## src/hw/rtl/sha_bsh_pkg.sv

```systemverilog
// Shared types and constants for the SHA-256 byte stream hasher.
// No dependencies; imported by sha_bsh_core and the top level.
package sha_bsh_pkg;

    typedef logic [7:0][31:0] t_hash;

    // Command from the sequencer to the compression unit.
    typedef struct packed {
        logic       shift;  // shift one byte into the block register
        logic [7:0] data;   // the byte to shift in
        logic       start;  // begin a 64-round compression
        logic       init;   // reload the initial hash values
    } t_core_cmd;

    // Status from the compression unit back to the sequencer.
    typedef struct packed {
        logic busy;
        logic done;
    } t_core_sts;

    localparam logic [31:0] SHA_H0 [0:7] = '{
        32'h6a09e667, 32'hbb67ae85, 32'h3c6ef372, 32'ha54ff53a,
        32'h510e527f, 32'h9b05688c, 32'h1f83d9ab, 32'h5be0cd19
    };

    localparam logic [31:0] SHA_K [0:63] = '{
        32'h428a2f98, 32'h71374491, 32'hb5c0fbcf, 32'he9b5dba5,
        32'h3956c25b, 32'h59f111f1, 32'h923f82a4, 32'hab1c5ed5,
        32'hd807aa98, 32'h12835b01, 32'h243185be, 32'h550c7dc3,
        32'h72be5d74, 32'h80deb1fe, 32'h9bdc06a7, 32'hc19bf174,
        32'he49b69c1, 32'hefbe4786, 32'h0fc19dc6, 32'h240ca1cc,
        32'h2de92c6f, 32'h4a7484aa, 32'h5cb0a9dc, 32'h76f988da,
        32'h983e5152, 32'ha831c66d, 32'hb00327c8, 32'hbf597fc7,
        32'hc6e00bf3, 32'hd5a79147, 32'h06ca6351, 32'h14292967,
        32'h27b70a85, 32'h2e1b2138, 32'h4d2c6dfc, 32'h53380d13,
        32'h650a7354, 32'h766a0abb, 32'h81c2c92e, 32'h92722c85,
        32'ha2bfe8a1, 32'ha81a664b, 32'hc24b8b70, 32'hc76c51a3,
        32'hd192e819, 32'hd6990624, 32'hf40e3585, 32'h106aa070,
        32'h19a4c116, 32'h1e376c08, 32'h2748774c, 32'h34b0bcb5,
        32'h391c0cb3, 32'h4ed8aa4a, 32'h5b9cca4f, 32'h682e6ff3,
        32'h748f82ee, 32'h78a5636f, 32'h84c87814, 32'h8cc70208,
        32'h90befffa, 32'ha4506ceb, 32'hbef9a3f7, 32'hc67178f2
    };

endpackage

```

## src/hw/rtl/sha256_byte_stream_hasher.sv

```systemverilog
// Top level of the SHA-256 byte stream hasher: request handshakes, byte counting,
// padding sequencer and digest output. Depends on sha_bsh_pkg and sha_bsh_core.
//
//   Channel   Direction  Handshake            Payload
//   input     in         i_valid / o_ready    i_data_byte, i_has_byte, i_end_of_message
//   output    out        o_valid / i_ready    o_digest_word, o_word_index, o_digest_last
//
// A request that carries a byte shifts it into the block register; the 64th byte of a
// block starts the compression unit, which runs one round a cycle through all rounds,
// adds the working variables into the hash in its fold state and hands back in the
// next. An end-of-message request then shifts in one padding byte a cycle up to the
// end of the block (and a whole extra block when the length no longer fits), runs one
// or two compressions and ends with four output requests. Reset is synchronous and
// active low; it loads the initial hash and clears the counters. No input is taken while
// a block is compressed, padded or the digest is offered; a stalled output simply holds.
module sha256_byte_stream_hasher
    import sha_bsh_pkg::*;
(
    input  logic        i_clk,
    input  logic        i_rst_n,
    input  logic        i_valid,
    output logic        o_ready,
    input  logic [7:0]  i_data_byte,
    input  logic        i_has_byte,
    input  logic        i_end_of_message,
    output logic        o_valid,
    input  logic        i_ready,
    output logic [63:0] o_digest_word,
    output logic [1:0]  o_word_index,
    output logic        o_digest_last
);

    typedef enum logic [1:0] {
        S_IDLE,
        S_COMP,
        S_PAD,
        S_OUT
    } t_state;

    t_state      r_state, n_state;
    logic [5:0]  r_fill, n_fill;     // bytes held in the current block
    logic [63:0] r_bits, n_bits;     // message length in bits, wraps at 2^64
    logic        r_eom, n_eom;       // message ended with the byte that filled a block
    logic        r_mark, n_mark;     // the 0x80 marker has been placed
    logic        r_len, n_len;       // this block carries the length field
    logic [1:0]  r_widx, n_widx;

    t_core_cmd   cmd;
    t_core_sts   sts;
    t_hash       hash;
    logic        in_acc;
    logic [7:0]  len_byte;

    sha_bsh_core u_core (
        .i_clk   (i_clk),
        .i_rst_n (i_rst_n),
        .i_cmd   (cmd),
        .o_sts   (sts),
        .o_hash  (hash)
    );

    assign in_acc = i_valid && o_ready;

    // Length bytes go out most significant first at block positions 56 to 63.
    assign len_byte = r_bits[{3'd7 - r_fill[2:0], 3'b000} +: 8];

    always_comb begin
        n_state   = r_state;
        n_fill    = r_fill;
        n_bits    = r_bits;
        n_eom     = r_eom;
        n_mark    = r_mark;
        n_len     = r_len;
        n_widx    = r_widx;
        cmd       = '0;
        o_ready   = 1'b0;
        o_valid   = 1'b0;

        case (r_state)
            S_IDLE: begin
                o_ready = 1'b1;
                n_mark  = 1'b0;
                n_len   = 1'b0;
                if (in_acc) begin
                    if (i_has_byte) begin
                        cmd.shift = 1'b1;
                        cmd.data  = i_data_byte;
                        n_fill    = r_fill + 6'd1;
                        n_bits    = r_bits + 64'd8;
                    end
                    if (i_has_byte && r_fill == 6'd63) begin
                        // The byte completes a block: compress before anything else.
                        cmd.start = 1'b1;
                        n_eom     = i_end_of_message;
                        n_state   = S_COMP;
                    end else if (i_end_of_message) begin
                        n_state = S_PAD;
                    end
                end
            end
            S_PAD: begin
                cmd.shift = 1'b1;
                n_fill    = r_fill + 6'd1;
                if (!r_mark) begin
                    cmd.data = 8'h80;
                    n_mark   = 1'b1;
                    // The length fits behind the marker only below position 56.
                    if (r_fill[5:3] != 3'b111) begin
                        n_len = 1'b1;
                    end
                end else if (r_len && r_fill[5:3] == 3'b111) begin
                    cmd.data = len_byte;
                end else begin
                    cmd.data = 8'h00;
                end
                if (r_fill == 6'd63) begin
                    cmd.start = 1'b1;
                    n_state   = S_COMP;
                end
            end
            S_COMP: begin
                if (sts.done) begin
                    if (!r_mark) begin
                        n_state = r_eom ? S_PAD : S_IDLE;
                    end else if (r_len) begin
                        n_widx  = 2'd0;
                        n_state = S_OUT;
                    end else begin
                        // Marker block done; the next block holds zeros and the length.
                        n_len   = 1'b1;
                        n_state = S_PAD;
                    end
                end
            end
            S_OUT: begin
                o_valid = 1'b1;
                if (i_ready) begin
                    n_widx = r_widx + 2'd1;
                    if (r_widx == 2'd3) begin
                        cmd.init = 1'b1;
                        n_bits   = 64'd0;
                        n_fill   = 6'd0;
                        n_eom    = 1'b0;
                        n_state  = S_IDLE;
                    end
                end
            end
            default: begin
                n_state = S_IDLE;
            end
        endcase
    end

    always_ff @(posedge i_clk) begin
        if (!i_rst_n) begin
            r_state <= S_IDLE;
            r_fill  <= 6'd0;
            r_bits  <= 64'd0;
            r_eom   <= 1'b0;
            r_mark  <= 1'b0;
            r_len   <= 1'b0;
            r_widx  <= 2'd0;
        end else begin
            r_state <= n_state;
            r_fill  <= n_fill;
            r_bits  <= n_bits;
            r_eom   <= n_eom;
            r_mark  <= n_mark;
            r_len   <= n_len;
            r_widx  <= n_widx;
        end
    end

    // Digest word k is hash word 2k followed by hash word 2k+1.
    assign o_digest_word = {hash[{r_widx, 1'b0}], hash[{r_widx, 1'b1}]};
    assign o_word_index  = r_widx;
    assign o_digest_last = (r_widx == 2'd3);

`ifndef SYNTHESIS
    a_start_on_full: assert property (@(posedge i_clk) disable iff (!i_rst_n)
        cmd.start |-> (cmd.shift && r_fill == 6'd63 && !sts.busy))
        else $error("compression started without a full block");

    a_done_in_comp: assert property (@(posedge i_clk) disable iff (!i_rst_n)
        sts.done |-> (r_state == S_COMP))
        else $error("compression finished outside the wait state");

    a_no_shift_busy: assert property (@(posedge i_clk) disable iff (!i_rst_n)
        sts.busy |-> !cmd.shift)
        else $error("byte shifted into the block during compression");

    a_clean_restart: assert property (@(posedge i_clk) disable iff (!i_rst_n)
        (o_valid && i_ready && o_digest_last) |=>
            (r_fill == 6'd0 && r_bits == 64'd0 && !o_valid && o_ready))
        else $error("state not cleared after the last digest word");
`endif

endmodule

```

## src/hw/rtl/sha_bsh_core.sv

```systemverilog
// SHA-256 compression unit: block register, schedule window, one round per cycle.
// Depends on sha_bsh_pkg.
module sha_bsh_core
    import sha_bsh_pkg::*;
(
    input  logic      i_clk,
    input  logic      i_rst_n,
    input  t_core_cmd i_cmd,
    output t_core_sts o_sts,
    output t_hash     o_hash
);

    typedef enum logic [1:0] {
        C_IDLE,
        C_ROUND,
        C_FOLD
    } t_cstate;

    t_cstate     r_state, n_state;
    logic [5:0]  r_round, n_round;
    logic        r_done, n_done;
    logic [511:0] r_blk, n_blk;
    t_hash       r_hash, n_hash;
    t_hash       r_v, n_v;

    logic [31:0] w0, w1, w9, w14, sig0, sig1, new_w;
    logic [31:0] big0, big1, chs, maj, t1, t2;

    function automatic logic [31:0] rotr(input logic [31:0] x, input logic [4:0] n);
        return (x >> n) | (x << (6'd32 - {1'b0, n}));
    endfunction

    // The block register doubles as the 16-word schedule window; word 0 is at the top.
    assign w0  = r_blk[511:480];
    assign w1  = r_blk[479:448];
    assign w9  = r_blk[223:192];
    assign w14 = r_blk[63:32];

    assign sig0  = rotr(w1, 5'd7) ^ rotr(w1, 5'd18) ^ (w1 >> 3);
    assign sig1  = rotr(w14, 5'd17) ^ rotr(w14, 5'd19) ^ (w14 >> 10);
    assign new_w = sig1 + w9 + sig0 + w0;

    assign big1 = rotr(r_v[4], 5'd6) ^ rotr(r_v[4], 5'd11) ^ rotr(r_v[4], 5'd25);
    assign chs  = (r_v[4] & r_v[5]) ^ (~r_v[4] & r_v[6]);
    assign t1   = r_v[7] + big1 + chs + SHA_K[r_round] + w0;
    assign big0 = rotr(r_v[0], 5'd2) ^ rotr(r_v[0], 5'd13) ^ rotr(r_v[0], 5'd22);
    assign maj  = (r_v[0] & r_v[1]) ^ (r_v[0] & r_v[2]) ^ (r_v[1] & r_v[2]);
    assign t2   = big0 + maj;

    always_comb begin
        n_state = r_state;
        n_round = r_round;
        n_done  = 1'b0;
        n_blk   = r_blk;
        n_hash  = r_hash;
        n_v     = r_v;

        if (i_cmd.shift) begin
            n_blk = {r_blk[503:0], i_cmd.data};
        end else if (r_state == C_ROUND) begin
            n_blk = {r_blk[479:0], new_w};
        end

        if (i_cmd.init) begin
            for (int i = 0; i < 8; i++) begin
                n_hash[i] = SHA_H0[i];
            end
        end

        case (r_state)
            C_IDLE: begin
                if (i_cmd.start) begin
                    n_v     = r_hash;
                    n_round = 6'd0;
                    n_state = C_ROUND;
                end
            end
            C_ROUND: begin
                n_v[7]  = r_v[6];
                n_v[6]  = r_v[5];
                n_v[5]  = r_v[4];
                n_v[4]  = r_v[3] + t1;
                n_v[3]  = r_v[2];
                n_v[2]  = r_v[1];
                n_v[1]  = r_v[0];
                n_v[0]  = t1 + t2;
                n_round = r_round + 6'd1;
                if (r_round == 6'd63) begin
                    n_state = C_FOLD;
                end
            end
            C_FOLD: begin
                for (int i = 0; i < 8; i++) begin
                    n_hash[i] = r_hash[i] + r_v[i];
                end
                n_done  = 1'b1;
                n_state = C_IDLE;
            end
            default: begin
                n_state = C_IDLE;
            end
        endcase
    end

    always_ff @(posedge i_clk) begin
        if (!i_rst_n) begin
            r_state <= C_IDLE;
            r_round <= 6'd0;
            r_done  <= 1'b0;
            for (int i = 0; i < 8; i++) begin
                r_hash[i] <= SHA_H0[i];
            end
        end else begin
            r_state <= n_state;
            r_round <= n_round;
            r_done  <= n_done;
            r_hash  <= n_hash;
        end
        r_blk <= n_blk;
        r_v   <= n_v;
    end

    assign o_sts.busy = (r_state != C_IDLE);
    assign o_sts.done = r_done;
    assign o_hash     = r_hash;

endmodule
```

## config.mk

```make
export PLATFORM = sky130hd
export DESIGN_NAME = sha256_byte_stream_hasher
export DESIGN_NICKNAME = d
export VERILOG_FILES = /design/src/hw/rtl/sha_bsh_pkg.sv /design/src/hw/rtl/sha256_byte_stream_hasher.sv /design/src/hw/rtl/sha_bsh_core.sv
export SDC_FILE = /design/constraint.sdc
export NUM_CORES = 2
export LEC_CHECK = 0
export ABC_CLOCK_PERIOD_IN_PS = 22000
export CORE_AREA = 5 5 411 413
export DETAILED_ROUTE_END_ITERATION = 10
export DIE_AREA = 0 0 416 418
export DONT_BUFFER_PORTS = 1
export SYNTH_ARGS = -nofsm -noshare
export SYNTH_HDL_FRONTEND = slang
export SYNTH_SLANG_ARGS = --single-unit
```

## constraint.sdc

```tcl
create_clock -name i_clk -period 22 [get_ports i_clk]
set_input_delay 5.5 -clock i_clk [delete_from_list [all_inputs] [get_ports i_clk]]
set_output_delay 5.5 -clock i_clk [all_outputs]
set_load 0.01 [all_outputs]
```

==> flow_metrics.tcl <==
set metrics [dict create \
    setup_ws_ps 11780 \
    critPathArrivalTime_ps 10720 \
    holdPathStages 1 \
    worst_setup_path_end_kind "flop" \
    hold_viol 0 \
    gr-total-overflow 0 \
    place_hpwl_um 177500 \
    power_density_nw_per_um2 190.9 \
    synthToLayoutAreaGrowth_pct 8.303 \
    vias_per_cell 5.783 \
    power.leakage_uw 0.03341 \
    initial_core_util_pct 44.76 \
    synth_seq_cells 1107 \
    ant_nets 0 \
    clk_pin_slew_ps 60 \
    setup_violations 0 \
    cts_buffers 134 \
    synth_top_cells_by_count "nand2_1, edfxtp_1, o21ai_0" \
    hold_class "reg -> reg" \
    post_cts_buffers 0 \
    crit_top_cell "fa_1" \
    synth.distinct_cells 91 \
    h-tree-depth 4 \
    wl_per_cell_um 23.90 \
    critPathMaxStageDelay_ps 670 \
    synth.avg_cell_area_um2 8.971 \
    ys_seq_area_share_pct 40.56 \
    async_flop_share_pct 0 \
    layout.nets 8557 \
    reg2reg_slack_ps 11780 \
    via_count 59280 \
    placed_cells 10000 \
    yosys.area.top_type_share_pct 31.34 \
    criticalPathCategory "reg -> reg" \
    worstReg2RegEnd "u_core.r_v[30]" \
    cp_max_fo 30 \
    netlist_area_um2 73600 \
    postSynthCellCount 8204 \
    crit_buf_inv 5 \
    hold_buffers 0 \
    synthesis.nets 8813 \
    grt_max_degree 241 \
    antenna_found_initial 9 \
    final_cells 10250 \
    dp_slack_ps 12040 \
    synth_warnings 0 \
    io_pins 83 \
    p_total_uw 15210 \
    grtUsageTotal_pct 27.26 \
    io_buffers 0 \
    cts_resized 0 \
    worstMarginPinSlew_ps 1266 \
    worstHoldStart "u_core.r_round[5]" \
    dieArea_um2 173900 \
    grt_pass1_vias 55550 \
    fillCellCount 15650 \
    timing.fmax_mhz 97.81 \
    yosysTopAreaCell "edfxtp_1" \
    drc 0 \
    die_h_um 418 \
    required_ps 22500 \
    synth_edf_count 768 \
    period_share_pct 46.47 \
    routed_wl_um 245000 \
    cts_tree "done" \
    cts_buffer_depth 3 \
    outcome "complete, no violations" \
    fin_setup_tns_ps 0 \
    skew_ps 53.96 \
    firstDrtPassIters 8 \
    start_kind "flop" \
    synthFlopType "edfxtp_1" \
    r2r_cells 33 \
    maxSlewHeadroom_pct 14.70 \
    slowest_stage "a2111oi_0" \
    cp_top_family "compound AO/OA/AOI/OAI gates" \
    cts.sinks 1107 \
    min_period_ps 10220 \
    grt_pass1_wl_um 360100 \
    path_depth 33 \
    die_w_um 416 \
    min_to "u_core.r_round[5]" \
    core-area_um2 164400 \
    root_buffer "clkbuf_16" \
    slew_viol_final 0 \
    synth_area_leaders "edfxtp_1, nand2_1, dfxtp_1, ha_1, fa_1" \
    rsz0062_at_grt "false" \
    synth.most_common_cell "nand2_1" \
    r2r_start "u_core.r_round[0]" \
    drt_iter0_drc 6381 \
    drive_gt1_share_pct 5.112 \
    peakVddDrop_v 0.0003841 \
    routabilityCongestion 0.9852 \
    drv_cap 0 \
    clk_latency_ps 830 \
    num_rows 149 \
]
[power by group]
part	leakage (uW)	switching (uW)	internal, uW
sequential	0.0101	566	3270
combinational	0.0212	5610	3500
clock	0.00216	969	1300
[sequential cells by signal, indices dropped and copies added, names as in the netlist]
signal and cells:
u_core.r_v 256, u_core.r_round 6, r_fill 6, u_core.r_blk 512
r_bits 61, r_state 2, r_mark 1, u_core.r_state 2
r_len 1, u_core.r_done 1, r_eom 1, o_word_index 2
u_core.o_hash 256
[logic make-up (layout without fill, tap and decap cells)]
family          after synthesis  after routing  synth area share (%)
xor+xnor                    643            643                 7.671
mux                         132            132                 3.232
flops                      1107           1107                 40.56
simple gates               3291           3291                 18.48
buf+inv                     816            671                 4.203
compound gates             1617           1617                 13.71
fa+ha+maj                   598            598                 12.15
other cells                   0              3                     0
[per-stage QoR]
stage               utilization [%]  hold WS (ps)  cell area (um^2)
floorplan                         -         440.8             73600
global placement              45.76         441.8             75240
detailed placement            45.76         456.5             75240
CTS                           48.47         465.3             79700
global route                  48.47         479.8             79700
finish                        48.47         465.9             79710
[routing by layer]
metal / global-route usage [%] / vias up / wire length, um
met1: 40.08 / 28810 / 111400
met4: 9.361 / 8 / 8993
met2: 39.81 / 2377 / 103000
li1: - / 27660 / -
met5: 0 / - / 59
met3: 5.836 / 419 / 21510
[area by class of cell]
class / count / area, um^2 / share of cell area, %
Sequential cell: 1107 / 29860 / 37.46
Clock buffer: 179 / 3665 / 4.598
Clock inverter: 68 / 789.5 / 0.9905
Multi-Input combinational cell: 6281 / 40740 / 51.11
Tap cell: 2189 / 2739 / 3.436
Inverter: 351 / 1325 / 1.662
Timing Repair Buffer: 73 / 585.6 / 0.7346
Antenna cell: 3 / 7.507 / 0.009419
[worst max-delay path by stage]
| stage | end | slack, ps | from |
|---|---|---|---|
| 2_1_floorplan | u_core.r_blk[0] | 3470 | i_valid |
| 3_3_place_gp | u_core.r_v[31] | 12150 | u_core.r_round[0] |
| 3_5_place_dp | u_core.r_v[30] | 12040 | u_core.r_round[0] |
| 4_1_cts | u_core.r_v[30] | 12000 | u_core.r_round[0] |
| 5_1_grt | u_core.r_v[28] | 11160 | u_core.r_round[0] |
| 6_report | u_core.r_v[30] | 11780 | u_core.r_round[0] |
[cell usage in the layout (no fill, tap or decap), types with 185 or more instances in the layout]
| cell | instances |
|---|---|
| nand2_1 | 2446 |
| edfxtp_1 | 768 |
| o21ai_0 | 441 |
| a21oi_1 | 412 |
| ha_1 | 400 |
| xnor2_1 | 382 |
| inv_1 | 347 |
| dfxtp_1 | 334 |
| nor2_1 | 301 |
| xor2_1 | 260 |
| fa_1 | 195 |
| a21o_1 | 185 |
No activity file was read; power rests on OpenSTA's default activity.
